[config.mk]
export PLATFORM = sky130hd
export DESIGN_NAME = iso8601_timestamp_validator
export DESIGN_NICKNAME = d
export VERILOG_FILES = /design/src/hdl/itv_pkg.sv /design/src/hdl/itv_dp.sv /design/src/hdl/itv_ctrl.sv /design/src/hdl/iso8601_timestamp_validator.sv
export SDC_FILE = /design/constraint.sdc
export NUM_CORES = 1
export LEC_CHECK = 0
export BUFFER_PORTS_ARGS = -buffer_cell sky130_fd_sc_hd__buf_2
export CAP_MARGIN = 30
export CELL_PAD_IN_SITES_DETAIL_PLACEMENT = 0
export CELL_PAD_IN_SITES_GLOBAL_PLACEMENT = 1
export CORE_UTILIZATION = 36
export DETAILED_ROUTE_END_ITERATION = 16
export PLACE_DENSITY = 0.69
export REMOVE_ABC_BUFFERS = 1
export SLEW_MARGIN = 20
export SYNTH_ARGS = -nofsm -noshare
export SYNTH_HDL_FRONTEND = slang
export SYNTH_SLANG_ARGS = --single-unit
[constraint.sdc]
create_clock -name aclk -period 5.52 [get_ports aclk]
set_input_delay 0.276 -clock aclk [delete_from_list [all_inputs] [get_ports aclk]]
set_output_delay 0.276 -clock aclk [all_outputs]
set_load 0.03 [all_outputs]
[src/hdl/itv_pkg.sv]
// shared types, constants and character helpers of the timestamp validator
package itv_pkg;

    localparam int POS_W = 12;

    typedef logic [3:0][7:0] win_t;

    typedef struct packed {
        logic             go;
        logic             view_set;
        logic             clear;
        logic [POS_W-1:0] view_b;
        logic [POS_W-1:0] view_n;
        logic [POS_W-1:0] pos;
    } itv_cmd_t;

    typedef struct packed {
        logic             done;
        logic             ovf;
        logic [POS_W-1:0] len;
        logic [POS_W-1:0] vn;
        win_t             win;
    } itv_stat_t;

    localparam logic [7:0] CH_PLUS  = 8'h2b;
    localparam logic [7:0] CH_MINUS = 8'h2d;
    localparam logic [7:0] CH_DOT   = 8'h2e;
    localparam logic [7:0] CH_COMMA = 8'h2c;
    localparam logic [7:0] CH_COLON = 8'h3a;
    localparam logic [7:0] CH_ZERO  = 8'h30;
    localparam logic [7:0] CH_ONE   = 8'h31;
    localparam logic [7:0] CH_SEVEN = 8'h37;
    localparam logic [7:0] CH_T     = 8'h54;
    localparam logic [7:0] CH_W     = 8'h57;
    localparam logic [7:0] CH_UZ    = 8'h5a;
    localparam logic [7:0] CH_LZ    = 8'h7a;

    function automatic logic is_sp(input logic [7:0] c);
        return (c == 8'd32) || (c >= 8'd9 && c <= 8'd13);
    endfunction

    function automatic logic is_dg(input logic [7:0] c);
        return (c >= 8'h30) && (c <= 8'h39);
    endfunction

    function automatic logic is_word(input logic [7:0] c);
        return is_dg(c) || (c >= 8'h41 && c <= 8'h5a) || (c >= 8'h61 && c <= 8'h7a)
            || (c == 8'h5f);
    endfunction

    function automatic logic [3:0] dval(input logic [7:0] c);
        logic [7:0] d;
        d = c - CH_ZERO;
        return d[3:0];
    endfunction

    function automatic logic [6:0] two_val(input logic [7:0] a, input logic [7:0] b);
        return 7'(dval(a)) * 7'd10 + 7'(dval(b));
    endfunction

    function automatic logic [9:0] three_val(input logic [7:0] a, input logic [7:0] b,
                                             input logic [7:0] c);
        return 10'(dval(a)) * 10'd100 + 10'(dval(b)) * 10'd10 + 10'(dval(c));
    endfunction

endpackage

[src/hdl/itv_dp.sv]
// datapath: text memory, length and overflow, trimmed view and four-byte window fetch
module itv_dp #(
    parameter int MAX_LEN = 64
) (
    input  logic              aclk,
    input  logic              aresetn,
    input  logic              wr_en,
    input  logic [7:0]        wr_byte,
    input  itv_pkg::itv_cmd_t cmd,
    output itv_pkg::itv_stat_t stat
);
    import itv_pkg::*;

    localparam int AW = (MAX_LEN > 1) ? $clog2(MAX_LEN) : 1;
    localparam int LW = $clog2(MAX_LEN + 1);

    logic [7:0]       mem [MAX_LEN];
    logic [LW-1:0]    len_reg;
    logic             ovf_reg;
    logic [LW-1:0]    vb_reg;
    logic [LW-1:0]    vn_reg;
    logic             act_reg;
    logic [2:0]       cnt_reg;
    logic [7:0]       rd_reg;
    logic             rin_reg;
    logic             rv_reg;
    logic [1:0]       rslot_reg;
    logic             done_reg;
    win_t             win_reg;
    logic [POS_W-1:0] off;
    logic [POS_W-1:0] abs_addr;
    logic             inr;

    assign off      = cmd.pos + POS_W'(cnt_reg);
    assign inr      = off < POS_W'(vn_reg);
    assign abs_addr = POS_W'(vb_reg) + off;

    always_ff @(posedge aclk) begin
        if (wr_en && (len_reg < LW'(MAX_LEN))) begin
            mem[len_reg[AW-1:0]] <= wr_byte;
        end
        if (act_reg && !cnt_reg[2]) begin
            rd_reg <= mem[abs_addr[AW-1:0]];
        end
    end

    always_ff @(posedge aclk) begin
        if (!aresetn) begin
            len_reg   <= '0;
            ovf_reg   <= 1'b0;
            vb_reg    <= '0;
            vn_reg    <= '0;
            act_reg   <= 1'b0;
            cnt_reg   <= '0;
            rv_reg    <= 1'b0;
            rin_reg   <= 1'b0;
            rslot_reg <= '0;
            done_reg  <= 1'b0;
            win_reg   <= '0;
        end else begin
            if (cmd.clear) begin
                len_reg <= '0;
                ovf_reg <= 1'b0;
            end else if (wr_en) begin
                if (len_reg < LW'(MAX_LEN)) begin
                    len_reg <= len_reg + LW'(1);
                end else begin
                    ovf_reg <= 1'b1;
                end
            end
            if (cmd.view_set) begin
                vb_reg <= cmd.view_b[LW-1:0];
                vn_reg <= cmd.view_n[LW-1:0];
            end
            if (cmd.go) begin
                act_reg <= 1'b1;
                cnt_reg <= '0;
            end else if (act_reg) begin
                cnt_reg <= cnt_reg + 3'd1;
                if (cnt_reg[2]) begin
                    act_reg <= 1'b0;
                end
            end
            rv_reg    <= act_reg && !cnt_reg[2];
            rin_reg   <= inr;
            rslot_reg <= cnt_reg[1:0];
            if (rv_reg) begin
                win_reg[rslot_reg] <= rin_reg ? rd_reg : 8'd0;
            end
            done_reg <= rv_reg && (rslot_reg == 2'd3);
        end
    end

    assign stat.done = done_reg;
    assign stat.ovf  = ovf_reg;
    assign stat.len  = POS_W'(len_reg);
    assign stat.vn   = POS_W'(vn_reg);
    assign stat.win  = win_reg;

endmodule

[src/hdl/itv_ctrl.sv]
// controller: beat intake, trimming and the ordered grammar checks
module itv_ctrl (
    input  logic               aclk,
    input  logic               aresetn,
    input  logic               s_valid,
    output logic               s_ready,
    input  logic               s_is_last,
    output logic               m_valid,
    input  logic               m_ready,
    output logic               m_is_valid,
    output logic               m_overflow,
    output itv_pkg::itv_cmd_t  cmd,
    input  itv_pkg::itv_stat_t stat
);
    import itv_pkg::*;

    typedef enum logic [4:0] {
        ST_COLLECT, ST_START, ST_FETCH, ST_TB, ST_TE, ST_Y0, ST_Y1, ST_Y2,
        ST_TRY, ST_MD0, ST_MD1, ST_WK0, ST_WK1, ST_ORD, ST_TP, ST_TC0,
        ST_TC24A, ST_TC24B, ST_TCM, ST_FR0, ST_FR1, ST_TCS, ST_TCF, ST_ZN0,
        ST_ZN1, ST_ZN2, ST_END, ST_KFAIL, ST_OUT
    } state_t;

    state_t           state_reg, state_next;
    state_t           ret_reg, ret_next;
    state_t           fret_reg, fret_next;
    logic [POS_W-1:0] p_reg, p_next;
    logic [POS_W-1:0] mark_reg, mark_next;
    logic [POS_W-1:0] k_reg, k_next;
    logic [1:0]       kind_reg, kind_next;
    logic             dash_reg, dash_next;
    logic             colon_reg, colon_next;
    logic             rej_reg, rej_next;
    logic             got_reg, got_next;
    logic             valid_reg, valid_next;
    logic             ovf_reg, ovf_next;
    logic             go_reg, go_next;
    logic             vset_reg, vset_next;
    logic [POS_W-1:0] vb_reg, vb_next;
    logic [POS_W-1:0] vn_reg, vn_next;

    logic [7:0] w0, w1, w2, w3;
    logic [POS_W-1:0] vn;
    logic [2:0] lead;
    logic [7:0] stop_c;
    logic [POS_W-1:0] np;

    assign w0 = stat.win[0];
    assign w1 = stat.win[1];
    assign w2 = stat.win[2];
    assign w3 = stat.win[3];
    assign vn = stat.vn;

    always_comb begin
        if (!is_dg(w0)) begin
            lead = 3'd0;
        end else if (!is_dg(w1)) begin
            lead = 3'd1;
        end else if (!is_dg(w2)) begin
            lead = 3'd2;
        end else if (!is_dg(w3)) begin
            lead = 3'd3;
        end else begin
            lead = 3'd4;
        end
        stop_c = stat.win[lead[1:0]];
    end

    always_comb begin
        state_next = state_reg;
        ret_next   = ret_reg;
        fret_next  = fret_reg;
        p_next     = p_reg;
        mark_next  = mark_reg;
        k_next     = k_reg;
        kind_next  = kind_reg;
        dash_next  = dash_reg;
        colon_next = colon_reg;
        rej_next   = rej_reg;
        got_next   = got_reg;
        valid_next = valid_reg;
        ovf_next   = ovf_reg;
        go_next    = 1'b0;
        vset_next  = 1'b0;
        vb_next    = vb_reg;
        vn_next    = vn_reg;
        np         = p_reg;
        unique case (state_reg)
            ST_COLLECT: begin
                if (s_valid && s_is_last) begin
                    state_next = ST_START;
                end
            end
            ST_START: begin
                if (stat.ovf) begin
                    valid_next = 1'b0;
                    ovf_next   = 1'b1;
                    state_next = ST_OUT;
                end else begin
                    vset_next  = 1'b1;
                    vb_next    = '0;
                    vn_next    = stat.len;
                    p_next     = '0;
                    go_next    = 1'b1;
                    ret_next   = ST_TB;
                    state_next = ST_FETCH;
                end
            end
            ST_FETCH: begin
                if (stat.done) begin
                    state_next = ret_reg;
                end
            end
            ST_TB: begin
                if (p_reg == stat.len) begin
                    valid_next = 1'b0;
                    ovf_next   = 1'b0;
                    state_next = ST_OUT;
                end else if (is_sp(w0)) begin
                    p_next = p_reg + POS_W'(1);
                    go_next = 1'b1;
                    ret_next = ST_TB;
                    state_next = ST_FETCH;
                end else begin
                    mark_next = p_reg;
                    p_next = stat.len - POS_W'(1);
                    go_next = 1'b1;
                    ret_next = ST_TE;
                    state_next = ST_FETCH;
                end
            end
            ST_TE: begin
                if (p_reg != mark_reg && is_sp(w0)) begin
                    p_next = p_reg - POS_W'(1);
                    ret_next = ST_TE;
                end else begin
                    vset_next = 1'b1;
                    vb_next = mark_reg;
                    vn_next = p_reg + POS_W'(1) - mark_reg;
                    p_next = '0;
                    ret_next = ST_Y0;
                end
                go_next = 1'b1;
                state_next = ST_FETCH;
            end
            ST_Y0: begin
                p_next = (w0 == CH_PLUS || w0 == CH_MINUS) ? POS_W'(1) : '0;
                go_next = 1'b1;
                ret_next = ST_Y1;
                state_next = ST_FETCH;
            end
            ST_Y1: begin
                if (is_dg(w0) && is_dg(w1) && is_dg(w2) && is_dg(w3)) begin
                    p_next = p_reg + POS_W'(4);
                    go_next = 1'b1;
                    ret_next = ST_Y2;
                    state_next = ST_FETCH;
                end else begin
                    valid_next = 1'b0;
                    ovf_next   = 1'b0;
                    state_next = ST_OUT;
                end
            end
            ST_Y2: begin
                if (is_dg(w0) && is_dg(w1) && !is_word(w2)) begin
                    valid_next = 1'b0;
                    ovf_next   = 1'b0;
                    state_next = ST_OUT;
                end else if (p_reg == vn) begin
                    valid_next = 1'b1;
                    ovf_next   = 1'b0;
                    state_next = ST_OUT;
                end else begin
                    dash_next = (w0 == CH_MINUS);
                    mark_next = p_reg + ((w0 == CH_MINUS) ? POS_W'(1) : '0);
                    kind_next = 2'd0;
                    state_next = ST_TRY;
                end
            end
            ST_TRY: begin
                p_next = mark_reg;
                go_next = 1'b1;
                state_next = ST_FETCH;
                case (kind_reg)
                    2'd0:    ret_next = ST_MD0;
                    2'd1:    ret_next = ST_WK0;
                    default: ret_next = ST_ORD;
                endcase
            end
            ST_MD0: begin
                if (is_dg(w0) && is_dg(w1) && two_val(w0, w1) >= 7'd1
                        && two_val(w0, w1) <= 7'd12) begin
                    p_next = p_reg + POS_W'(2);
                    go_next = 1'b1;
                    ret_next = ST_MD1;
                    state_next = ST_FETCH;
                end else begin
                    state_next = ST_KFAIL;
                end
            end
            ST_MD1: begin
                if (dash_reg) begin
                    if (w0 == CH_MINUS && is_dg(w1) && is_dg(w2)
                            && two_val(w1, w2) >= 7'd1 && two_val(w1, w2) <= 7'd31) begin
                        np = p_reg + POS_W'(3);
                    end
                end else if (is_dg(w0) && is_dg(w1) && two_val(w0, w1) >= 7'd1
                        && two_val(w0, w1) <= 7'd31) begin
                    np = p_reg + POS_W'(2);
                end
                p_next = np;
                go_next = 1'b1;
                ret_next = ST_TP;
                state_next = ST_FETCH;
            end
            ST_WK0: begin
                if (w0 == CH_W && is_dg(w1) && is_dg(w2) && two_val(w1, w2) <= 7'd52) begin
                    p_next = p_reg + POS_W'(3);
                    go_next = 1'b1;
                    ret_next = ST_WK1;
                    state_next = ST_FETCH;
                end else begin
                    state_next = ST_KFAIL;
                end
            end
            ST_WK1: begin
                go_next = 1'b1;
                ret_next = ST_TP;
                state_next = ST_FETCH;
                if (p_reg < vn) begin
                    if (w0 == CH_MINUS) begin
                        if (p_reg + POS_W'(1) < vn) begin
                            if (w1 < CH_ONE || w1 > CH_SEVEN) begin
                                go_next = 1'b0;
                                state_next = ST_KFAIL;
                            end else begin
                                p_next = p_reg + POS_W'(2);
                            end
                        end
                    end else if (w0 >= CH_ONE && w0 <= CH_SEVEN) begin
                        p_next = p_reg + POS_W'(1);
                    end
                end
            end
            ST_ORD: begin
                if (is_dg(w0) && is_dg(w1) && is_dg(w2) && three_val(w0, w1, w2) >= 10'd1
                        && three_val(w0, w1, w2) <= 10'd366) begin
                    p_next = p_reg + POS_W'(3);
                    go_next = 1'b1;
                    ret_next = ST_TP;
                    state_next = ST_FETCH;
                end else begin
                    state_next = ST_KFAIL;
                end
            end
            ST_TP: begin
                if (p_reg >= vn || (w0 != CH_T && !is_sp(w0))) begin
                    state_next = ST_END;
                end else if (p_reg + POS_W'(1) >= vn) begin
                    p_next = p_reg + POS_W'(1);
                    state_next = ST_END;
                end else begin
                    k_next = p_reg + POS_W'(1);
                    p_next = p_reg + POS_W'(1);
                    go_next = 1'b1;
                    ret_next = ST_TC0;
                    state_next = ST_FETCH;
                end
            end
            ST_TC0: begin
                if (!(is_dg(w0) && is_dg(w1)) || two_val(w0, w1) > 7'd24) begin
                    state_next = ST_TCF;
                end else begin
                    p_next = p_reg + POS_W'(2);
                    go_next = 1'b1;
                    ret_next = (two_val(w0, w1) == 7'd24) ? ST_TC24A : ST_TCM;
                    state_next = ST_FETCH;
                end
            end
            ST_TC24A: begin
                p_next = p_reg + ((w0 == CH_COLON) ? POS_W'(1) : '0);
                go_next = 1'b1;
                ret_next = ST_TC24B;
                state_next = ST_FETCH;
            end
            ST_TC24B: begin
                if (w0 != CH_ZERO || w1 != CH_ZERO) begin
                    state_next = ST_TCF;
                end else begin
                    colon_next = 1'b0;
                    rej_next = 1'b1;
                    fret_next = ST_TCS;
                    p_next = p_reg + POS_W'(2);
                    go_next = 1'b1;
                    ret_next = ST_FR0;
                    state_next = ST_FETCH;
                end
            end
            ST_TCM: begin
                colon_next = 1'b0;
                rej_next = 1'b1;
                fret_next = ST_TCS;
                go_next = 1'b1;
                ret_next = ST_FR0;
                state_next = ST_FETCH;
                if (w0 == CH_COLON && is_dg(w1) && is_dg(w2)) begin
                    colon_next = 1'b1;
                    p_next = p_reg + POS_W'(3);
                    if (two_val(w1, w2) > 7'd59) begin
                        go_next = 1'b0;
                        state_next = ST_TCF;
                    end
                end else if (is_dg(w0) && is_dg(w1)) begin
                    p_next = p_reg + POS_W'(2);
                    if (two_val(w0, w1) > 7'd59) begin
                        go_next = 1'b0;
                        state_next = ST_TCF;
                    end
                end
            end
            ST_FR0: begin
                if (w0 != CH_DOT && w0 != CH_COMMA) begin
                    state_next = fret_reg;
                end else begin
                    got_next = 1'b0;
                    p_next = p_reg + POS_W'(1);
                    go_next = 1'b1;
                    ret_next = ST_FR1;
                    state_next = ST_FETCH;
                end
            end
            ST_FR1: begin
                if (lead == 3'd4) begin
                    got_next = 1'b1;
                    p_next = p_reg + POS_W'(4);
                    go_next = 1'b1;
                    ret_next = ST_FR1;
                    state_next = ST_FETCH;
                end else if (!(got_reg || lead != 3'd0) || (rej_reg && stop_c == CH_COLON)) begin
                    state_next = ST_TCF;
                end else begin
                    p_next = p_reg + POS_W'(lead);
                    go_next = 1'b1;
                    ret_next = fret_reg;
                    state_next = ST_FETCH;
                end
            end
            ST_TCS: begin
                rej_next = 1'b0;
                fret_next = ST_ZN0;
                state_next = ST_ZN0;
                if (colon_reg) begin
                    if (w0 == CH_COLON) begin
                        if (!(is_dg(w1) && is_dg(w2)) || two_val(w1, w2) > 7'd59) begin
                            state_next = ST_TCF;
                        end else begin
                            p_next = p_reg + POS_W'(3);
                            go_next = 1'b1;
                            ret_next = ST_FR0;
                            state_next = ST_FETCH;
                        end
                    end
                end else if (is_dg(w0) && is_dg(w1)) begin
                    if (two_val(w0, w1) > 7'd59) begin
                        state_next = ST_TCF;
                    end else begin
                        p_next = p_reg + POS_W'(2);
                        go_next = 1'b1;
                        ret_next = ST_FR0;
                        state_next = ST_FETCH;
                    end
                end
            end
            ST_TCF: begin
                p_next = k_reg;
                go_next = 1'b1;
                ret_next = ST_ZN0;
                state_next = ST_FETCH;
            end
            ST_ZN0: begin
                if (p_reg >= vn) begin
                    state_next = ST_END;
                end else if (w0 == CH_UZ || w0 == CH_LZ) begin
                    p_next = p_reg + POS_W'(1);
                    state_next = ST_END;
                end else if (w0 != CH_PLUS && w0 != CH_MINUS) begin
                    state_next = ST_END;
                end else if (!(is_dg(w1) && is_dg(w2)) || two_val(w1, w2) > 7'd23) begin
                    state_next = ST_KFAIL;
                end else begin
                    p_next = p_reg + POS_W'(3);
                    go_next = 1'b1;
                    ret_next = ST_ZN1;
                    state_next = ST_FETCH;
                end
            end
            ST_ZN1: begin
                p_next = p_reg + ((w0 == CH_COLON) ? POS_W'(1) : '0);
                go_next = 1'b1;
                ret_next = ST_ZN2;
                state_next = ST_FETCH;
            end
            ST_ZN2: begin
                state_next = ST_END;
                if (is_dg(w0) && is_dg(w1)) begin
                    if (two_val(w0, w1) > 7'd59) begin
                        state_next = ST_KFAIL;
                    end else begin
                        p_next = p_reg + POS_W'(2);
                    end
                end
            end
            ST_END: begin
                if (p_reg == vn) begin
                    valid_next = 1'b1;
                    ovf_next   = 1'b0;
                    state_next = ST_OUT;
                end else begin
                    state_next = ST_KFAIL;
                end
            end
            ST_KFAIL: begin
                if (kind_reg == 2'd2) begin
                    valid_next = 1'b0;
                    ovf_next   = 1'b0;
                    state_next = ST_OUT;
                end else begin
                    kind_next = kind_reg + 2'd1;
                    state_next = ST_TRY;
                end
            end
            ST_OUT: begin
                if (m_ready) begin
                    state_next = ST_COLLECT;
                end
            end
            default: begin
                state_next = ST_COLLECT;
            end
        endcase
    end

    always_ff @(posedge aclk) begin
        if (!aresetn) begin
            state_reg <= ST_COLLECT;
            ret_reg   <= ST_COLLECT;
            fret_reg  <= ST_COLLECT;
            p_reg     <= '0;
            mark_reg  <= '0;
            k_reg     <= '0;
            kind_reg  <= '0;
            dash_reg  <= 1'b0;
            colon_reg <= 1'b0;
            rej_reg   <= 1'b0;
            got_reg   <= 1'b0;
            valid_reg <= 1'b0;
            ovf_reg   <= 1'b0;
            go_reg    <= 1'b0;
            vset_reg  <= 1'b0;
            vb_reg    <= '0;
            vn_reg    <= '0;
        end else begin
            state_reg <= state_next;
            ret_reg   <= ret_next;
            fret_reg  <= fret_next;
            p_reg     <= p_next;
            mark_reg  <= mark_next;
            k_reg     <= k_next;
            kind_reg  <= kind_next;
            dash_reg  <= dash_next;
            colon_reg <= colon_next;
            rej_reg   <= rej_next;
            got_reg   <= got_next;
            valid_reg <= valid_next;
            ovf_reg   <= ovf_next;
            go_reg    <= go_next;
            vset_reg  <= vset_next;
            vb_reg    <= vb_next;
            vn_reg    <= vn_next;
        end
    end

    assign s_ready    = (state_reg == ST_COLLECT);
    assign m_valid    = (state_reg == ST_OUT);
    assign m_is_valid = valid_reg;
    assign m_overflow = ovf_reg;

    assign cmd.go       = go_reg;
    assign cmd.view_set = vset_reg;
    assign cmd.clear    = (state_reg == ST_OUT) && m_ready;
    assign cmd.view_b   = vb_reg;
    assign cmd.view_n   = vn_reg;
    assign cmd.pos      = p_reg;

endmodule

[src/hdl/iso8601_timestamp_validator.sv]
// top level of the timestamp validator: controller and datapath
// Text beats are taken one per cycle into a MAX_LEN-byte store; the beat flagged
// is_last ends the text and one verdict beat follows. No new text beat is taken
// until that verdict beat has gone. After the last beat the block trims blanks and
// parses the text by fetching four-byte windows from the store through its single
// read port: one fetch per leading or trailing blank, plus the fetches of the parse
// (some 10 to 40 fetches for typical stamps, more for long fractions and for texts
// that fail over to a later date form). A text over MAX_LEN bytes gives is_valid 0
// and overflow 1 with no parse.
module iso8601_timestamp_validator #(
    parameter int MAX_LEN = 64
) (
    input  logic       aclk,
    input  logic       aresetn,
    input  logic       s_valid,
    output logic       s_ready,
    input  logic [7:0] s_text_byte,
    input  logic       s_is_last,
    output logic       m_valid,
    input  logic       m_ready,
    output logic       m_is_valid,
    output logic       m_overflow
);
    import itv_pkg::*;

    itv_cmd_t  cmd;
    itv_stat_t stat;
    logic      wr_en;

    assign wr_en = s_valid && s_ready;

    itv_ctrl u_ctrl (
        .aclk       (aclk),
        .aresetn    (aresetn),
        .s_valid    (s_valid),
        .s_ready    (s_ready),
        .s_is_last  (s_is_last),
        .m_valid    (m_valid),
        .m_ready    (m_ready),
        .m_is_valid (m_is_valid),
        .m_overflow (m_overflow),
        .cmd        (cmd),
        .stat       (stat)
    );

    itv_dp #(
        .MAX_LEN (MAX_LEN)
    ) u_dp (
        .aclk    (aclk),
        .aresetn (aresetn),
        .wr_en   (wr_en),
        .wr_byte (s_text_byte),
        .cmd     (cmd),
        .stat    (stat)
    );

endmodule

==> flow_summary.toml <==
[run_status]
status = "finished clean"

[timing]
slew_viol_final = 0
final.period_utilization_pct = 93.2
worstMarginPinSlew_ns = 1.02
rsz0062_at_grt = "no"
setup_viol = 0
finalClockSkew_ns = 0.0614
slew_headroom_pct = 31.8
max_freq_mhz = 194
hold-worst-slack_ns = 0.0448
period_minus_slack_ns = 5.14
hold_viol_final = 0

[clock_tree]
path_clk_slew_ns = 0.06
htreeDepth = 3
cts_tree = "done"
clock_latency_ns = 0.63
cts_hold_buf = 0
clk_root_buffer_cell = "clkbuf_16"
cts_max_path_buffers = 3
cts_sinks = 653
cts_made_buffers = 72
postCtsSetupRepairBufs = 0
cts_resized = 0

[layout]
fin_cells = 3712
area_growth_pct = 13.0
diodes = 0
fillers = 8149
drive_gt1_share_pct = 16.3
fin_nets = 2613
largest_reg_flops = 512

[place]
hpwl_um = 66100
dp_cells = 3580
portBuffers = 16
gp_congestion = 0.959

[synth]
synthMostInstantiatedCell = "edfxtp_1"
syn_inst = 2454
synth_area_leaders = "edfxtp_1 (49%), mux4_2 (11%), dfxtp_1 (8.3%)"
synth_top_area_share_pct = 48.6
yosysTopAreaCell = "edfxtp_1"
syn_avg_cell_area_um2 = 13.1
synth_edf_count = 520
async_flop_share_pct = 0
syn_area_mm2 = 0.0321
yosysWarnings = 0
ys_seq_area_share_pct = 56.9
ys.flop_type = "edfxtp_1"
yosysUniqueCellTypes = 96
synth_seq_cells = 653
synth_common_cells = "edfxtp_1 (520), nor2_1 (237), mux4_2 (160), nand2_1 (157), a21oi_1 (145)"

[grt]
grt_pass1_vias = 21300
grt.total_usage_pct = 20.5
grt_max_degree = 65
antenna_found_initial = 0
grt-ovfl-total = 0
grt_pass1_wl_um = 140000

[setup_path]
crit_path_end_kind = "flop"
critPathMaxStageDelay_ns = 0.60
r2r_cells = 16
crit_type = "flop to flop"
r2r_start = "u_dp.stat[9]"
slowest_stage = "nand4b_2"
r2r_setup_slack_ns = 0.38
cp.arrival_ns = 5.56
start_kind = "flop"
cp_common_cell = "ha_1"
worst_ep_required_time_ns = 5.93
cp_max_fo = 16
timing.rr.end = "u_ctrl.p_reg[8]"
path_cells = "ha_1, ha_1, inv_1, fa_1, xnor2_1, ha_1, ha_1, nand2_1, o32ai_1, o211ai_1, a2111o_1, a21oi_1, a21oi_1, nand4b_2, o31ai_1, a221oi_2"

[floorplan]
initial_core_util_pct = 36.4
core_mm2 = 0.0884
die_w_um = 301
ios = 17
die_area_mm2 = 0.0904
num_rows = 109
die_height_um = 301

[routing]
drc = 0
drt-initial-drc-count = 1990
vias = 21600
post_drt_wl_per_cell_um = 25.0
wl_um = 92800
postRouteAntennaNets = 0
firstDrtPassIters = 8
vias_per_cell = 5.81

[worst_hold_path]
min_path_cells = 3
hp-start = "s_valid"
holdCritPathClass = "primary input to flop"
min_delay_worst_endpoint = "u_dp.ovf_reg"

[pwr]
pwr_density_cell_mw_per_mm2 = 332
p_leak_nw = 12.0
vdd_drop_max_uv = 332

[run]
maxCapViolations = 0
==> stage by stage <==
step	worst slack [ns]	util (%)	total power [W]	instance area, um2	setup TNS (ns)
2_1_floorplan	-2.10	-	0.00685	31600	-16.82
3_3_place_gp	0.468	38.3	0.00744	33800	0
3_5_place_dp	0.388	38.5	0.00747	34000	0
4_1_cts	0.307	41.1	0.0121	36300	0
5_1_grt	0.0752	41.1	0.0125	36300	0
6_report	0.375	41.1	0.0120	36300	0
==> where the power goes <==
group | internal (W) | switching, W | leakage (nW) | total [W]
clock network | 0.00265 | 0.00200 | 1.11 | 0.00465
logic | 0.000826 | 0.00111 | 5.14 | 0.00193
registers | 0.00538 | 0.0000751 | 5.75 | 0.00545
total | 0.00885 | 0.00319 | 12.0 | 0.0120
==> area by class of cell <==
class | count | area, um2 | share of cell area (%)
flip-flops and latches | 653 | 18300 | 50.3
multi-input cells | 1598 | 13100 | 36.1
clock buffers | 85 | 1870 | 5.15
well taps | 1165 | 1460 | 4.01
repair buffers | 105 | 942 | 2.59
clock inverters | 44 | 424 | 1.17
inverters | 62 | 234 | 0.644
==> routing by layer <==
layer	GRT usage (%)	up-vias	share of wire, %
li1	-	9617	-
met1	28.2	11000	43
met2	33.8	852	48
met3	3.06	149	6.3
met4	5.44	0	2.5
met5	0	-	0
==> worst max-delay path by stage <==
| stage | from | endpoint | slack, ns | cells after the start |
|---|---|---|---|---|
| after CTS | u_dp.stat[1] | u_ctrl.p_reg[8] | 0.31 | 16 |
| after global routing | u_dp.stat[9] | u_ctrl.p_reg[8] | 0.08 | 16 |
| final | u_dp.stat[9] | u_ctrl.p_reg[8] | 0.38 | 16 |
| after floorplan | u_ctrl.p_reg[0] | u_dp.rd_reg[0] | -2.10 | 7 |
| after global placement | u_dp.stat[1] | u_ctrl.p_reg[7] | 0.47 | 17 |
| after detailed placement | u_dp.stat[1] | u_ctrl.p_reg[8] | 0.39 | 16 |
==> worst max-delay path: cells and delay by family, from the launching register on <==
kind,cells,cell delay (ns)
AO/OA/AOI/OAI,7,1.93
adder cells (fa/ha/maj),5,1.56
AND/OR/NAND/NOR,2,0.68
flip-flops,1,0.42
XOR/XNOR,1,0.28
buffers and inverters,1,0.06
==> cell usage in the layout, fill, tap and decap left out, types with 12 or more instances in the layout <==
cell type	count
o221ai_1	12
buf_4	73
nor4_1	12
clkinv_2	13
clkinv_1	15
ha_1	95
a21oi_1	144
nor2_1	237
a22oi_1	15
o211ai_1	21
and2_1	17
nand2b_1	16
a211oi_1	39
or3_1	16
nor3_1	42
and3_1	17
a21o_1	23
dfxtp_1	133
clkbuf_16	72
nor2b_1	28
buf_2	15
mux4_2	160
inv_1	60
edfxtp_1	520
buf_12	13
o21ai_0	69
mux2i_1	40
xnor2_1	44
xor2_1	47
nand3_1	84
a311oi_1	15
nand4_1	18
o22ai_1	12
nand2_1	157
==> kinds of logic after synthesis <==
kind of cell / synth area share [%]
adder cells (fa/ha/maj): 4.49
XOR/XNOR: 2.56
flip-flops: 56.9
multiplexers: 12.5
AO/OA/AOI/OAI: 10.1
buffers and inverters: 2.45
AND/OR/NAND/NOR: 11.0
Power figures use the tool's default switching activity.
